### config.mk
export PLATFORM = sky130hd
export DESIGN_NAME = bps_front
export DESIGN_NICKNAME = d
export VERILOG_FILES = /design/src/rtl/bps_pkg.sv /design/src/rtl/bps_front.sv
export SDC_FILE = /design/constraint.sdc
export NUM_CORES = 1
export LEC_CHECK = 0
export ABC_AREA = 1
export BUFFER_PORTS_ARGS = -buffer_cell sky130_fd_sc_hd__buf_2
export CAP_MARGIN = 20
export CORE_ASPECT_RATIO = 1.2
export CORE_MARGIN = 5
export CORE_UTILIZATION = 45
export DETAILED_ROUTE_END_ITERATION = 12
export PLACE_DENSITY = 0.77
export SYNTH_ARGS = -nofsm -noshare
export SYNTH_HDL_FRONTEND = slang
export SYNTH_SLANG_ARGS = --single-unit
### constraint.sdc
create_clock -name clk -period 5.3 [get_ports clk]
set_input_delay 0.265 -clock clk [delete_from_list [all_inputs] [get_ports clk]]
set_output_delay 0.265 -clock clk [all_outputs]
set_load 0.02 [all_outputs]
### src/rtl/bps_pkg.sv
`timescale 1ns / 1ps
// ----------------------------------------------------------------------------
// bps_pkg
// Shared widths, register codes and stage types of the bit pattern search.
// ----------------------------------------------------------------------------
package bps_pkg;

    localparam int WORD_BITS     = 64;
    localparam int WIN_WORDS     = 4;
    localparam int WIN_BITS      = WIN_WORDS * WORD_BITS;
    localparam int SPAN_BITS     = WIN_BITS + WORD_BITS;
    localparam int PATTERN_BITS  = 200;
    localparam int TOP_BITS      = PATTERN_BITS - 3 * WORD_BITS;
    localparam int SPAN_OFFSET   = WIN_BITS + 1 - PATTERN_BITS;
    localparam int COUNT_BITS    = 32;
    localparam int LANE_BITS     = $clog2(WORD_BITS);
    localparam int POS_BITS      = COUNT_BITS + LANE_BITS;
    localparam int OUT_DATA_BITS = ((POS_BITS + 7) / 8) * 8;
    localparam int CFG_IDX_BITS  = 3;
    localparam int CFG_DATA_BITS = 64;

    typedef enum logic [CFG_IDX_BITS-1:0] {
        REG_PATTERN_LOW   = 3'd0,
        REG_PATTERN_MID   = 3'd1,
        REG_PATTERN_UPPER = 3'd2,
        REG_PATTERN_TOP   = 3'd3,
        REG_END_LIMIT     = 3'd4
    } cfg_reg_t;

    typedef struct packed {
        logic                  restart;
        logic [COUNT_BITS-1:0] count;
        logic [SPAN_BITS-1:0]  span_bits;
    } stage_t;

    typedef struct packed {
        logic                hit;
        logic [POS_BITS-1:0] start;
    } search_t;

endpackage

### src/rtl/bps_front.sv
`timescale 1ns / 1ps
// ----------------------------------------------------------------------------
// bps_front
// Input register: word window, word count and the registered search stage.
// ----------------------------------------------------------------------------
module bps_front
(
    input  logic                          clk,
    input  logic                          rst_n,
    input  logic                          in_valid,
    input  logic [bps_pkg::WORD_BITS-1:0] in_word,
    input  logic                          in_restart,
    input  logic                          down_ready,
    output logic                          in_ready,
    output logic                          stage_valid,
    output bps_pkg::stage_t               stage
);

    logic [bps_pkg::WIN_BITS-1:0]   window_reg;
    logic [bps_pkg::WIN_BITS-1:0]   window_next;
    logic [bps_pkg::COUNT_BITS-1:0] count_reg;
    logic [bps_pkg::COUNT_BITS-1:0] count_next;
    logic                           valid_reg;
    logic                           valid_next;
    bps_pkg::stage_t                stage_reg;
    bps_pkg::stage_t                stage_next;
    logic                           accept;
    logic [bps_pkg::WIN_BITS-1:0]   cur_window;
    logic [bps_pkg::COUNT_BITS-1:0] cur_count;
    logic [bps_pkg::SPAN_BITS-1:0]  cur_span;

    assign in_ready    = !valid_reg || down_ready;
    assign accept      = in_valid && in_ready;
    assign stage_valid = valid_reg;
    assign stage       = stage_reg;

    always_comb
    begin
        cur_window  = in_restart ? '0 : window_reg;
        cur_count   = in_restart ? '0 : count_reg;
        cur_span    = {in_word, cur_window};
        window_next = window_reg;
        count_next  = count_reg;
        stage_next  = stage_reg;
        valid_next  = valid_reg && !down_ready;
        if (accept)
        begin
            window_next          = cur_span[bps_pkg::SPAN_BITS-1:bps_pkg::WORD_BITS];
            count_next           = cur_count + 1'b1;
            stage_next.restart   = in_restart;
            stage_next.count     = cur_count;
            stage_next.span_bits = cur_span;
            valid_next           = 1'b1;
        end
    end

    always_ff @(posedge clk or negedge rst_n)
    begin
        if (!rst_n)
        begin
            window_reg <= '0;
            count_reg  <= '0;
            valid_reg  <= 1'b0;
        end
        else
        begin
            window_reg <= window_next;
            count_reg  <= count_next;
            valid_reg  <= valid_next;
        end
    end

    always_ff @(posedge clk)
    begin
        stage_reg <= stage_next;
    end

endmodule

==> metrics <==
outcome finished clean; mux cell area share after synthesis 0%; initial drt markers 1280; fmax 0.381 GHz; clk_lat worst skew 0.61 ns; final net count 2607; Max Cap Violations 0; Synthesis Warnings 0; Routed WL around 53 mm; pin count of the biggest net entering global routing 195; TritonCTS clock tree yes; Hold Fails Final Rpt 0; die height 263 um; Reg power frac 53.0%; post-synth cell types 26; TritonCTS Buffers 60; die area 0.0581 mm2; via count 15800; vias per cell ~4.8; mean area per synthesized cell 11.6 um2; GRT overflow 0; DRC errors left 0; diodes inserted 0; register area about 0.018 mm2; compound-gate portion of the synthesized area 5.54%; clock sinks 642; Peak VDD IR 0.000301 V; HPWL after DPL 34.4 mm; PD cells ~380 mW/mm2; Sw Share roughly a quarter; detailed-route wire length per cell 16.2 um; H-tree levels 2; main combinational cell family by area after synthesis simple AND/OR/NAND/NOR gates; # IOs 424; post-cts resize count 0; clock network power share 37.1%; fillers 4247; Layout area overhead 21.6%; crit-path max FO 114; crit end category flip-flop; Max clock buf depth 3; vias in the first global route 15800; GR Util All Layers between 10% and 20%; commonest cells after routing, fill and taps aside buf_2, nand2_1, edfxtp_1; core footprint 0.0527 mm2; RePlAce Congestion 0.848; clk root buf clkbuf_16; CTS clk-pin slew, worst paths 0.07 ns; CP Data Required Time 5.73 ns; # port buffers around 420; fin crit share 49.5%; remaining antenna violation count 0; post-synthesis sequential area ratio 74.3%; Internal slightly above 8 mW; post-synthesis xor/xnor area fraction 0.474%; Mapped Cells a little over 2000; final setup fails 0; Comb power frac 9.9%; fraction of layout cells with a size suffix above 1 a little over a fifth; fin crit period between 2 and 3 ns; Max-slew headroom 34.3%; Netlist Area Pre-Place 0.0240 mm2; Setup TNS 0 ns; fin. max-slew vios 0; router iterations before antenna repair 5; Worst EP arrival 3.05 ns; RSZ-0062 raised after global routing no; antenna violations before repair 0; flops & latches, synth 642; crit path kind reg2reg; num rows 92; area occupied by multi-input gates 0.00443 mm2; switching pwr 2.71 mW; Syn Nets 2141; hold slack about 0.22 ns; simple-gate area share of the yosys netlist 12.4%; Largest register FFs between 300 and 400; leading cell type in the layout, fill and taps excluded buf_2; setup bufs post-CTS 0; Pwr Total 11.0 mW; adder and majority gate portion of the synthesized area less than 1%; Layout Skew 0.0131 ns; Slew @ Worst Pin 0.985 ns; Static Leak 12.7 nW; Startpoint Class flip-flop; global-route wire length before repair 85.8 mm; Hold WC Path Type in2reg; die width 221 um; Starting Density between 40% and 50%
## Yosys cell counts
cell type | n | area [um2]
o21ai_0 | 259 | 1300
xnor2_1 | 7 | 61.3
o21bai_1 | 1 | 7.51
nand3_1 | 26 | 130
nor2_1 | 305 | 1140
nor3_1 | 6 | 30.0
edfxtp_1 | 353 | 10600
a21oi_1 | 2 | 10.0
dfrtp_1 | 289 | 7230
buf_6 | 5 | 56.3
inv_6 | 1 | 8.76
nand2_1 | 358 | 1340
buf_2 | 65 | 325
o211ai_1 | 2 | 15.0
nand2_2 | 1 | 6.26
clkbuf_2 | 15 | 75.1
buf_12 | 2 | 40.0
nor2_2 | 11 | 68.8
nand3_2 | 13 | 130
xor2_1 | 6 | 52.6
inv_2 | 3 | 11.3
ha_1 | 1 | 12.5
nor2_4 | 6 | 67.6
clkbuf_1 | 10 | 37.5
inv_1 | 315 | 1180
nand4_1 | 9 | 56.3
## per-stage QoR
stage	utilization (%)	setup slack [ns]	std cells	instance area, um2
3_5_place_dp	50.6	2.70	3113	26700
3_3_place_gp	50.6	2.77	3113	26700
5_1_grt	55.4	2.47	3294	29200
2_1_floorplan	-	1.21	2071	24000
6_report	55.4	2.68	3294	29200
4_1_cts	55.4	2.69	3294	29200
## power groups by stage
stage	Sequential [mW]	Clock (mW)	Combinational, mW
floorplan	6.12	0	0.452
global route	5.86	4.41	1.21
CTS	5.83	4.16	1.10
finish	5.83	4.08	1.09
detailed placement	5.92	0	1.05
global placement	5.91	0	1.02
## repair_timing
item,4_1_cts,5_1_grt
hold buffers,67,0
endpoints found under the setup margin,0,0
endpoints found under the hold margin,418,0
## per-layer routing
layer / track usage, % / vias up / wire length (um)
met3: 4.44 / 114 / 3490
met5: 0 / - / 0
met4: 7.13 / 0 / 2190
met2: 30.4 / 529 / 26800
li1: - / 7531 / -
met1: 22.5 / 7604 / 20900
## worst max-delay path, cell delays in order (launching register included)
cell	delay, ns
dfrtp_1	0.39
nand2_1	0.12
nand2_2	0.19
inv_8	0.52
buf_4	0.86
o21ai_0	0.22
## layout make-up
| cell class | instances | share of cell area, % |
|---|---|---|
| Tap cell | 705 | 3.02 |
| Clock inverter | 33 | 0.767 |
| Clock buffer | 81 | 5.63 |
| Timing Repair Buffer | 501 | 10.2 |
| Inverter | 319 | 4.15 |
| Multi-Input combinational cell | 1013 | 15.2 |
| Sequential cell | 642 | 61.1 |
## final timing paths
check                                       startpoint                          end  slack, ns  cells after the start
max reg2reg                      stage_valid$_DFF_PN0_   window_reg[23]$_DFFE_PN0P_       2.68                      5
min                                         in_restart         stage[352]$_DFFE_PP_       0.22                      1
min reg2reg                window_reg[141]$_DFFE_PN0P_  window_reg[141]$_DFFE_PN0P_       0.53                      2
max                              stage_valid$_DFF_PN0_   window_reg[23]$_DFFE_PN0P_       2.68                      5
max in group asynchronous                        rst_n  window_reg[186]$_DFFE_PN0P_       4.12                      3
min in group asynchronous                        rst_n  window_reg[214]$_DFFE_PN0P_       0.33                      3
## cell families (layout without fill, tap and decap cells)
logic type                 count (synthesis)  count (layout)
AOI/OAI and AO/OA                        264             264
xor gates and xnor gates                  13              13
adders and majority gates                  1               1
buffers and inverters                    416             934
DFF                                      642             642
and+or+nand+nor                          735             735
(Power assumes the default switching activity.)
