<file path="src/rtl/bps_pkg.sv">
`timescale 1ns / 1ps
// ----------------------------------------------------------------------------
// bps_pkg
// Shared widths, register codes and stage types of the bit pattern search.
// ----------------------------------------------------------------------------
package bps_pkg;

    localparam int WORD_BITS     = 64;
    localparam int WIN_WORDS     = 4;
    localparam int WIN_BITS      = WIN_WORDS * WORD_BITS;
    localparam int SPAN_BITS     = WIN_BITS + WORD_BITS;
    localparam int PATTERN_BITS  = 200;
    localparam int TOP_BITS      = PATTERN_BITS - 3 * WORD_BITS;
    localparam int SPAN_OFFSET   = WIN_BITS + 1 - PATTERN_BITS;
    localparam int COUNT_BITS    = 32;
    localparam int LANE_BITS     = $clog2(WORD_BITS);
    localparam int POS_BITS      = COUNT_BITS + LANE_BITS;
    localparam int OUT_DATA_BITS = ((POS_BITS + 7) / 8) * 8;
    localparam int CFG_IDX_BITS  = 3;
    localparam int CFG_DATA_BITS = 64;

    typedef enum logic [CFG_IDX_BITS-1:0] {
        REG_PATTERN_LOW   = 3'd0,
        REG_PATTERN_MID   = 3'd1,
        REG_PATTERN_UPPER = 3'd2,
        REG_PATTERN_TOP   = 3'd3,
        REG_END_LIMIT     = 3'd4
    } cfg_reg_t;

    typedef struct packed {
        logic                  restart;
        logic [COUNT_BITS-1:0] count;
        logic [SPAN_BITS-1:0]  span_bits;
    } stage_t;

    typedef struct packed {
        logic                hit;
        logic [POS_BITS-1:0] start;
    } search_t;

endpackage

</file>
<file path="src/rtl/bps_best.sv">
`timescale 1ns / 1ps
// ----------------------------------------------------------------------------
// bps_best
// Result register: keep the lowest match start since restart and present it.
// ----------------------------------------------------------------------------
module bps_best
(
    input  logic                              clk,
    input  logic                              rst_n,
    input  logic                              stage_valid,
    input  logic                              stage_restart,
    input  bps_pkg::search_t                  result,
    input  logic                              out_ready,
    output logic                              load_ready,
    output logic                              out_valid,
    output logic                              out_found,
    output logic [bps_pkg::OUT_DATA_BITS-1:0] out_start
);

    logic                         valid_reg;
    logic                         valid_next;
    logic                         have_reg;
    logic                         have_next;
    logic [bps_pkg::POS_BITS-1:0] best_reg;
    logic [bps_pkg::POS_BITS-1:0] best_next;
    logic                         load;
    logic                         have_cur;
    logic [bps_pkg::POS_BITS-1:0] best_cur;

    assign load_ready = !valid_reg || out_ready;
    assign load       = stage_valid && load_ready;
    assign out_valid  = valid_reg;
    assign out_found  = have_reg;
    assign out_start  = bps_pkg::OUT_DATA_BITS'(best_reg);

    always_comb
    begin
        have_cur   = stage_restart ? 1'b0 : have_reg;
        best_cur   = stage_restart ? '0 : best_reg;
        have_next  = have_reg;
        best_next  = best_reg;
        valid_next = valid_reg && !out_ready;
        if (load)
        begin
            valid_next = 1'b1;
            have_next  = have_cur;
            best_next  = best_cur;
            if (result.hit && (!have_cur || (result.start < best_cur)))
            begin
                have_next = 1'b1;
                best_next = result.start;
            end
        end
    end

    always_ff @(posedge clk or negedge rst_n)
    begin
        if (!rst_n)
        begin
            valid_reg <= 1'b0;
            have_reg  <= 1'b0;
            best_reg  <= '0;
        end
        else
        begin
            valid_reg <= valid_next;
            have_reg  <= have_next;
            best_reg  <= best_next;
        end
    end

`ifndef ASSERT_OFF
    a_best_never_rises: assert property (@(posedge clk) disable iff (!rst_n)
        (load && !stage_restart && have_reg) |=> (best_reg <= $past(best_reg)))
        else $error("best start rose without restart");

    a_found_sticks: assert property (@(posedge clk) disable iff (!rst_n)
        (load && !stage_restart && have_reg) |=> have_reg)
        else $error("match flag dropped without restart");
`endif

endmodule

</file>
<file path="config.mk">
export PLATFORM = sky130hd
export DESIGN_NAME = bps_best
export DESIGN_NICKNAME = d
export VERILOG_FILES = /design/src/rtl/bps_pkg.sv /design/src/rtl/bps_best.sv
export SDC_FILE = /design/constraint.sdc
export NUM_CORES = 1
export LEC_CHECK = 0
export BUFFER_PORTS_ARGS = -buffer_cell sky130_fd_sc_hd__buf_2
export CORE_UTILIZATION = 59
export CTS_BUF_LIST = sky130_fd_sc_hd__clkbuf_2
export DETAILED_ROUTE_END_ITERATION = 8
export PLACE_DENSITY = 0.88
export SLEW_MARGIN = 40
export SYNTH_ARGS = -nofsm -noshare
export SYNTH_HDL_FRONTEND = slang
export SYNTH_SLANG_ARGS = --single-unit
</file>
<file path="constraint.sdc">
create_clock -name clk -period 5.7 [get_ports clk]
set_input_delay 0.285 -clock clk [delete_from_list [all_inputs] [get_ports clk]]
set_output_delay 0.285 -clock clk [all_outputs]
set_load 0.005 [all_outputs]
</file>
==> summary by stage, run 1 <==
Clock tree
Buffers inserted to repair hold after CTS numbered 1. The clock net in this run drives a total of 40 sinks. The maximum clock insertion buffer count is 2. Gates resized during post-CTS repair numbered 0.

The H-tree level count is 2. The number of CTS-inserted buffers is 5. The CTS tree is done. The clock insertion delay at the later pin of the skew report is 0.43 ns. Clock tree synthesis selected as its root buffer the cell clkbuf_2. In this run the post-CTS setup repair buffer count came out at 0.

After clock tree synthesis, the clock-pin slew on the worst setup and hold paths is 0.23 ns.

Yosys
The netlist uses 33 different library cells. In this run the biggest area consumer among cell types represents 31.2% of the synthesized area. After synthesis the cells add up to 3210 um^2. The biggest area consumer among synthesized cells is dfrtp_1. The flip-flop and latch count after synthesis is 40. The total number of yosys warnings is 0. Ranked by total cell area, the synthesized netlist is headed by dfrtp_1 (31%), ha_1 (14%), a221o_1 (12%). The synthesized area divided by synthesized cell count is 8.77 um^2. Counting every instance in the synthesized netlist gives 366. The sequential fraction of the synthesis area is 31.2%.

Timing
The final-report setup violation count is 0. Between clock sinks in the finished design, the worst skew comes to 0.0198 ns. For this run, the top clock speed supported by timing is 323 MHz.

The worst hold slack across all endpoints is 0.0848 ns. At the pin with the least slew margin, the transition time is 0.786 ns. The sum of negative setup slack is 0 ns.

The final max-slew violation count is 0. For the finished layout, the period the worst path requires is 3.09 ns. The number of hold-slack violations in the final timing report is 0. Measured against its own limit, the worst slew margin works out to 47.6%. Setup repair after global routing left no endpoint under its margin. The final cycle utilization of the critical path is 54.3%.

Pwr
Across the VDD grid, the largest voltage drop is 120 uV. In this run the power density over the cells is 251 nW/um^2. The leakage power of the design is 1.62 nW.

Drt
The mean number of vias per cell is 6.20. The post-route DRC violation count is 0. The number of nets still failing antenna checks after routing is 0. The detailed router finished its first iteration with 187 violations.

The via count is 3127. The wire length reported by the detailed router is 8140 um. The first-pass detailed-route iteration total is 4. The routed wire length per instance is 16.1 um.

Floorplanning
The die outline width is 75.7 um. The core region is 5170 um^2. In this run the core area contains 26 standard-cell rows.

The vertical die dimension is 75.7 um. For this configuration, the core starts out at a cell density of 62.0%. 87 I/O pins were placed.

The area of the die is 5740 um^2.

Global route
The global-route usage over all layers is 29.8%. The global-route wire length before repair is 13000 um. The remaining global-route overflow is 0. The via count of the first global-routing pass is 2918. Entering global routing, the biggest net connects 42 pins. The initial antenna violation count is 0.

Worst setup path
Traced cell by cell, the critical path runs through nand2b_1, ha_1, a21oi_1, o21ai_0, a221oi_1, o211ai_2, a311oi_4, buf_4, a221o_1. The critical path is of the register to register type. The sum of buffers and inverters on the critical path is 1. The family with the most delay on the worst path is compound AO/OA/AOI/OAI gates. At the worst endpoint, the arrival time is 3.48 ns. The capturing element type of the critical path is a register. The largest single stage delay on the critical path is 0.73 ns.

The data required time of the worst path is 6.09 ns. The worst-path maximum fanout is 22. The cell with the biggest individual delay on the critical path is a311oi_4.

STA classifies the critical path startpoint as a register. The setup slack of the worst register-to-register path is 2.61 ns.

Layout
Of the cells placed in the final design, the portion with a size suffix greater than 1 is 23.7%. The number of flip-flops in the largest register is 38. The relative area change from synthesis to final layout is 14.5%. 0 antenna diodes ended up in the layout. The final layout contains 515 nets.

Flow run
The max capacitance violation total is 0.

Status
The run finished with clean final reports.

Place
The final weighted congestion in routability-driven placement is 0.865. The count of buffers added on input and output ports is 84. The detailed-placement wirelength estimate is 5660 um.

Min path
The worst hold-check path type is primary input to register.
-- cell usage after synthesis --
| master | instances |
|---|---|
| a221oi_1 | 1 |
| o21ai_0 | 5 |
| a21o_1 | 2 |
| clkbuf_1 | 20 |
| nor3_1 | 1 |
| o31ai_1 | 38 |
| o21bai_1 | 1 |
| a31oi_1 | 1 |
| nand2_1 | 89 |
| a211o_1 | 1 |
| nand4_1 | 4 |
| buf_6 | 5 |
| nor2_1 | 4 |
| a221o_1 | 39 |
| o211a_1 | 1 |
| o211ai_2 | 1 |
| a21oi_1 | 14 |
| or4_4 | 1 |
| a311oi_1 | 1 |
| nand2b_1 | 40 |
| buf_4 | 2 |
| ha_1 | 37 |
| and4_1 | 1 |
| nor4_2 | 1 |
| dfrtp_1 | 40 |
| o21ai_1 | 3 |
| o211ai_1 | 1 |
| nor4b_1 | 1 |
| nand3_1 | 5 |
| nor4_1 | 1 |
| nor2b_1 | 1 |
| buf_2 | 3 |
| conb_1 | 1 |
-- through the flow --
step / setup slack [ns] / utilization, % / area, um^2 / instances / power, mW
6_report: 2.61 / 71.0 / 3670 / 504 / 0.923
5_1_grt: 2.37 / 71.0 / 3670 / 504 / 0.994
4_1_cts: 2.63 / 70.9 / 3670 / 504 / 0.924
3_5_place_dp: 2.21 / 70.0 / 3620 / 496 / 0.794
3_3_place_gp: 2.31 / 70.0 / 3620 / 496 / 0.775
2_1_floorplan: 2.97 / - / 3210 / 367 / 0.645
-- layout by cell type (no fill, tap or decap), types with 2 or more instances in the layout --
| cell | Yosys | layout |
|---|---|---|
| buf_4 | 2 | 6 |
| nand3_1 | 5 | 5 |
| dfrtp_1 | 40 | 40 |
| nor2_1 | 4 | 3 |
| a221o_1 | 39 | 39 |
| a21o_1 | 2 | 2 |
| conb_1 | 1 | 2 |
| buf_2 | 3 | 83 |
| o21ai_0 | 5 | 5 |
| a21oi_1 | 14 | 14 |
| nand2_1 | 89 | 89 |
| o31ai_1 | 38 | 38 |
| ha_1 | 37 | 37 |
| nand4_1 | 4 | 4 |
| o21ai_1 | 3 | 3 |
| clkbuf_2 | 0 | 6 |
| nand2b_1 | 40 | 40 |
-- worst reg2reg max path, stage by stage (launching register included) --
cell and delay [ns]:
dfrtp_1 0.46, nand2b_1 0.08, ha_1 0.29, a21oi_1 0.14
o21ai_0 0.10, a221oi_1 0.43, o211ai_2 0.19, a311oi_4 0.73
buf_4 0.40, a221o_1 0.23
-- routing by layer --
metal | track usage, % | up-vias | share of wire, %
li1 | - | 1499 | -
met1 | 36.7 | 1502 | 42
met2 | 51.0 | 115 | 50
met3 | 5.29 | 11 | 6.3
met4 | 12.6 | 0 | 1.5
met5 | 0 | - | 0
-- where the power goes --
group	total, mW	internal [mW]	leakage [nW]	switching, mW
Clock	0.131	0.0292	0.0288	0.101
Combinational	0.371	0.179	1.10	0.192
Sequential	0.422	0.349	0.495	0.0730
Total	0.923	0.557	1.62	0.366
-- final cells by class --
cell class                 count  area [um^2]
tap                           70         87.6
clock inverter                 1         5.00
timing repair buffer          90          470
multi-input combinational    297         2080
fill                         427         1500
clock buffer                   6         30.0
sequential                    40         1000
-- path summary, 6_finish.rpt --
check | from | to | cells past startpoint
setup / recovery | best_reg[11] | best_reg[32] | 9
hold / removal | stage_valid | out_valid | 2
setup reg to reg | best_reg[11] | best_reg[32] | 9
hold reg to reg | out_found | out_found | 2
max in group asynchronous | rst_n | best_reg[33] | 2
min in group asynchronous | rst_n | best_reg[26] | 2
-- logic make-up (layout without fill, tap and decap cells) --
logic type / after synthesis / after routing / synth area share (%)
DFF: 40 / 40 / 31.2
AOI/OAI and AO/OA: 109 / 109 / 27.1
adders and majority gates: 37 / 37 / 14.4
buffers and inverters: 30 / 97 / 5.03
other: 1 / 2 / 0.117
and+or+nand+nor: 149 / 149 / 22.1
Note: power is estimated with default switching activity, not from simulation.
==> inputs of run 2 (changes only) <==
CORE_UTILIZATION = 55   (was 59)
PLACE_DENSITY = 0.83   (was 0.88)
clock period = 3.2 ns   (was 5.7 ns; I/O delays follow)
==> summary by stage, run 2 (synthesized netlist as in run 1, its figures left out) <==
Status
The run finished with clean final reports.

Timing
The final max-slew violation count is 0. The clock arrives with 0.0190 ns of skew. The headroom to the max-slew limit is 64.5%. Setup violations remaining at the end of the flow were counted as 0. The top achievable clock speed is 364 MHz. The routed design could run at a clock period as short as 2.75 ns. The number of hold-slack violations in the final timing report is 0. For the final routed database, the setup TNS stands at 0 ns. After layout, the worst path uses 85.8% of the clock period. Setup repair after global routing left no endpoint under its margin. At the pin with the least slew margin, the transition time is 0.532 ns.

Layout
The final net count is 556. Cells fill 73.2% of the core in the end. The relative area change from synthesis to final layout is 27.2%. The library cells used most frequently in the layout, excluding fill and tap cells, are nand2_1 (89), buf_2 (83), nand2b_1 (40), dfrtp_1 (40), a221o_1 (39). The number of non-filler instances in the completed layout is 548. The number of flip-flops in the largest register is 38.

0 antenna diodes ended up in the layout. With fillers left out, the area of the finished cells amounts to 4080 um^2. Leaving out fill and tap cells, the most frequent cell in the layout is nand2_1. Cells with a size suffix above 1 make up 23.3% of the layout. The layout has 424 filler cells.

Clock tree
The CTS tree is done. The number of clock buffers added by TritonCTS is 5. The clock insertion delay at the later pin of the skew report is 0.40 ns.

Clock tree synthesis selected as its root buffer the cell clkbuf_2. The total setup buffers inserted after CTS is 0. The H-tree level count is 2. The sink count of the clock tree is 40. After clock tree synthesis, the clock-pin slew on the worst setup and hold paths is 0.23 ns. The longest clock path from root to sink contains 2 buffers.

Place
The number of placed instances, taps included, is 506. The instance area after placement is 3700 um^2. The count of input and output buffers is 84. The detailed-placement wirelength estimate is 5850 um. The congestion estimate from routability-driven global placement came to 0.868.

Worst setup path
The capturing element type of the critical path is a register. STA puts the critical path data arrival time at 3.11 ns. The worst setup path is launched from a register. The worst-path maximum fanout is 15.

Counting cells, the worst reg-to-reg path comes to 9. The type of the worst setup path is register to register. Data on the critical path is required at its endpoint by 3.57 ns.

Floorplanning
The area of the die is 6140 um^2. The vertical die dimension is 78.4 um. The row count is 27. The die outline width is 78.4 um. For this configuration, the core starts out at a cell density of 57.6%. The number of placed I/O pins is 87.

In this run the standard cell core region covers 5570 um^2.

Pwr
The part of the total power dissipated in sequential elements is 44.3%. The leakage power of the design is 1.80 nW. The power density over the cells is 416 nW/um^2. In this run the power spent charging and discharging nets is 0.668 mW. The total internal power is 1.03 mW. The proportion of power drawn by the clock network is 13.8%.

The total power after layout is 1.70 mW. Across the VDD grid, the largest voltage drop is 235 uV. Per report_power, the combinational group accounts for 41.9% of the total. Of the total power, the share spent switching nets is 39.3%.

Min path
In this run the worst hold path is classified as primary input to register. The cell count of the worst hold path is 2.

Drt
The via count is 3281. After detailed routing, the number of remaining DRC violations is 0. The first-iteration detailed-routing DRC count is 261. In this run the remaining antenna-violating nets after routing total 0. The mean number of vias per cell is 5.99. The first-pass detailed-route iteration total is 5.

The routed wire length per instance is 15.9 um. After detailed routing, the total wire length is 8730 um.

Global route
The remaining global-route overflow is 0. The pin count of the biggest net entering global routing is 41. The first global-routing pass estimated 14500 um of wire. The global-route usage over all layers is 29.4%. The initial antenna violation count is 0.

The via count of the first global-routing pass is 3245.

Flow run
The max capacitance violation total is 0.
-- run 2: changes by cell type in the layout (fill, tap and decap cells not counted) --
cell / delta
buf_12: +1
clkinvlp_4: +2
o211a_4: -1
o211a_1: +1
clkinv_2: -1
clkinv_1: +1
clkbuf_2: -1
dlygate4sd3_1: +32
buf_6: +1
buf_4: +7
-- run 2: power groups by stage --
stage                     clock network, mW  logic (mW)  registers [mW]
final                                 0.234       0.712           0.753
after global routing                  0.258       0.796           0.771
after CTS                             0.241       0.703           0.749
after detailed placement                  0       0.678           0.757
after global placement                    0       0.647           0.756
after floorplan                           0       0.402           0.746
-- run 2: metrics by stage --
step | hold slack [ns] | setup slack [ns]
4_1_cts | 0.000159 | 0.184
3_3_place_gp | 0.338 | 0.130
3_5_place_dp | 0.180 | 0.0206
6_report | 0.0204 | 0.454
5_1_grt | 0.000206 | 0.224
2_1_floorplan | -0.136 | 0.592
-- run 2: worst max-delay path, cell delays in order (launching register included) --
cell,delay (ns)
dfrtp_1,0.46
nand2b_1,0.08
ha_1,0.31
nand4_1,0.13
buf_4,0.16
nor4_2,0.45
a211o_1,0.26
a21o_1,0.37
buf_4,0.30
a221o_1,0.19
-- run 2: path summary, 6_finish.rpt --
check                             startpoint      endpoint  slack [ns]
worst max-delay path            best_reg[36]  best_reg[35]        0.45
worst min-delay path              result[17]  best_reg[17]        0.02
worst max register to register  best_reg[36]  best_reg[35]        0.45
worst min register to register     out_found     out_found        0.56
max in group asynchronous              rst_n  best_reg[13]        2.60
min in group asynchronous              rst_n  best_reg[19]        0.23
-- run 2: cell type report --
class,instances,area (um^2),area share (%)
flip-flops and latches,40,1000,24.5
clock buffers,5,25.0,0.613
well taps,72,90.1,2.21
clock inverters,3,18.8,0.460
repair buffers,131,875,21.4
multi-input cells,297,2070,50.8
-- run 2: repair_timing --
action	CTS	global route
hold endpoints to repair	63	9
hold buffers	24	9
gates resized for setup	0	0
-- run 2: routing by layer --
metal	wire length, um	vias to the layer above	track usage, %
met5	0	-	0
met4	86	0	10.6
met3	475	7	5.35
met2	4320	116	52.0
met1	3850	1571	35.4
li1	-	1587	-
==> inputs of run 3 (changes only) <==
PLACE_DENSITY = 0.81   (was 0.83)
==> summary by stage, run 3 (synthesized netlist as in run 1, its figures left out) <==
Drt
The routed wire length per instance is 16.5 um. The via count is 3324. The post-route DRC violation count is 0. In this run, the number of DRC markers left after iteration 0 of detailed routing was 170. The wire length reported by the detailed router is 8930 um. The number of nets still failing antenna checks after routing is 0. The first-pass detailed-route iteration total is 7. The mean number of vias per cell is 6.16.

Pwr
Dividing total power by cell area gives a power density of 459 nW/um^2. The switching power share of the total is 36.4%. The share of total power dissipated in combinational logic is 38.4%. The worst ir drop on vdd is 227 uV.

The analysis attributes to net switching a power of 0.677 mW. The leakage power of the design is 1.80 nW. Power comes to 1.86 mW.

The part of the total power dissipated in sequential elements is 40.5%. The total internal power is 1.18 mW. The share of total power dissipated in the clock network is 21.1%.

Floorplanning
The area of the die is 6140 um^2. The row count is 27. Measured along the x axis, the die boundary spans 78.4 um.

For this configuration, the core starts out at a cell density of 57.6%. The vertical die dimension is 78.4 um. For this design the top-level I/O count stands at 87. The placeable core region is 5570 um^2.

Layout
Leaving out fill and tap cells, the most frequent cell in the layout is nand2_1. The net count of the finished layout is 549. The library cells used most frequently in the layout, excluding fill and tap cells, are nand2_1 (89), buf_2 (83), nand2b_1 (40), dfrtp_1 (40), a221o_1 (39).

The register with the most flip-flops in the layout has 38 of them. The ratio of cells with drive above 1 in the final layout is 23.7%. The number of antenna diodes in the final layout is 0. The area growth from synthesis to layout is 26.2%.

The post-route core utilization is 72.6%.

Worst setup path
The kind of start point of the critical path is a register. The signal on the critical path passes through nand2b_1, ha_1, nand4_1, buf_4, nor4_2, a211o_1, a21o_1, buf_4, a221o_1. The worst-path maximum fanout is 14. The capturing element type of the critical path is a register. For this run, the slowest stage of the critical path takes 0.46 ns. The type of the worst setup path is register to register.

The cell repeated most along the worst path is buf_4. The cell with the biggest individual delay on the critical path is dfrtp_1. Data arrives at the worst endpoint at 3.12 ns. For the worst setup path, the data required time is 3.56 ns.

Clock tree
The sink count of the clock tree is 40. In this run the clock root is driven by a clkbuf_2. The maximum clock insertion buffer count is 2.

After clock tree synthesis, the repair step resized 0 gates. The clock tree synthesis step divided the H-tree into 2 levels. After clock tree synthesis, the clock-pin slew on the worst setup and hold paths is 0.22 ns. Buffers inserted during clock tree synthesis total 5. The CTS tree is done. Clock latency on the worst-skew pair, taken at its later pin, is 0.43 ns.

Min path
The worst hold path belongs to the class primary input to register.

Global route
The first global-routing pass estimated 14600 um of wire. The remaining global-route overflow is 0. The global-route usage over all layers is 30.1%.

Entering global routing, the biggest net connects 41 pins. The initial antenna violation count was 0. The via count of the first global-routing pass is 3158.

Timing
The final cycle utilization of the critical path is 86.3%. For the pin with the worst max-slew slack, the measured transition is 0.687 ns. The clock period minus worst slack is 2.76 ns. Setup total negative slack on the finished layout was measured at 0 ns. The top achievable clock speed is 362 MHz.

The headroom to the max-slew limit is 54.0%. On the final layout, the worst hold slack is -0.00664 ns. Setup repair after global routing left no endpoint under its margin. The final-report setup violation count is 0. The final max-slew violation count is 0. The number of hold-slack violations in the final timing report is 2. The clock arrives with 0.0341 ns of skew.

Status
The run finished, with violations left. The checks that failed: negative hold slack.

Place
Routability-driven placement finished with a final weighted congestion of 0.872. Port buffering added 84 buffers. The detailed-placement wirelength estimate is 5940 um.

Flow run
The max capacitance violation total is 0.
run 3: cell types whose count changed in the layout (fill, tap and decap cells not counted):
cell	delta
dlygate4sd3_1	-7
bufinv_16	+2
clkinvlp_4	-2
buf_4	+1
buf_6	-1
clkinv_1	-1
run 3: power groups by stage:
stage | Combinational (mW) | Clock [mW] | Sequential [mW]
floorplan | 0.402 | 0 | 0.746
global placement | 0.650 | 0 | 0.755
detailed placement | 0.680 | 0 | 0.756
CTS | 0.704 | 0.394 | 0.749
global route | 0.795 | 0.411 | 0.768
finish | 0.713 | 0.391 | 0.752
run 3: metrics by stage:
step	area, um^2	instances	setup WS [ns]
after floorplan	3210	367	0.592
after global placement	3690	506	0.115
after detailed placement	3700	506	0.0438
after CTS	3980	533	0.203
after global routing	4050	540	0.282
final	4050	540	0.439
run 3: path summary, 6_finish.rpt:
path | from | end | slack [ns] | cells past startpoint
min in group asynchronous | rst_n | best_reg[20] | 0.20 | 2
max | best_reg[35] | best_reg[27] | 0.44 | 9
min reg2reg | out_found | out_found | 0.55 | 2
max reg2reg | best_reg[35] | best_reg[27] | 0.44 | 9
max in group asynchronous | rst_n | best_reg[32] | 2.61 | 2
min | result[10] | best_reg[10] | -0.007 | 2
run 3: timing repair:
action                    4_1_cts  5_1_grt
hold endpoints to repair       59        6
setup buffers                   0        0
hold buffers                   20        6
run 3: area by class of cell:
| class | instances | area [um^2] |
|---|---|---|
| flip-flops and latches | 40 | 1000 |
| clock buffers | 5 | 25.0 |
| repair buffers | 124 | 801 |
| clock inverters | 2 | 60.1 |
| multi-input cells | 297 | 2070 |
| well taps | 72 | 90.1 |
| fillers | 450 | 1530 |
run 3: worst max-delay path, delay by kind of cell, from the launching register on:
kind,cells,cell delay [ns]
AOI/OAI and AO/OA,3,0.84
adders and majority gates,1,0.31
buffers and inverters,2,0.45
DFF,1,0.46
and+or+nand+nor,3,0.64
run 3: metal layers:
metal  vias up  GRT usage, %  routed length [um]
met3        13          5.12                 609
li1       1573             -                   -
met5         -             0                   0
met2       150          53.9                4450
met4         0          9.26                 119
met1      1588          36.6                3750
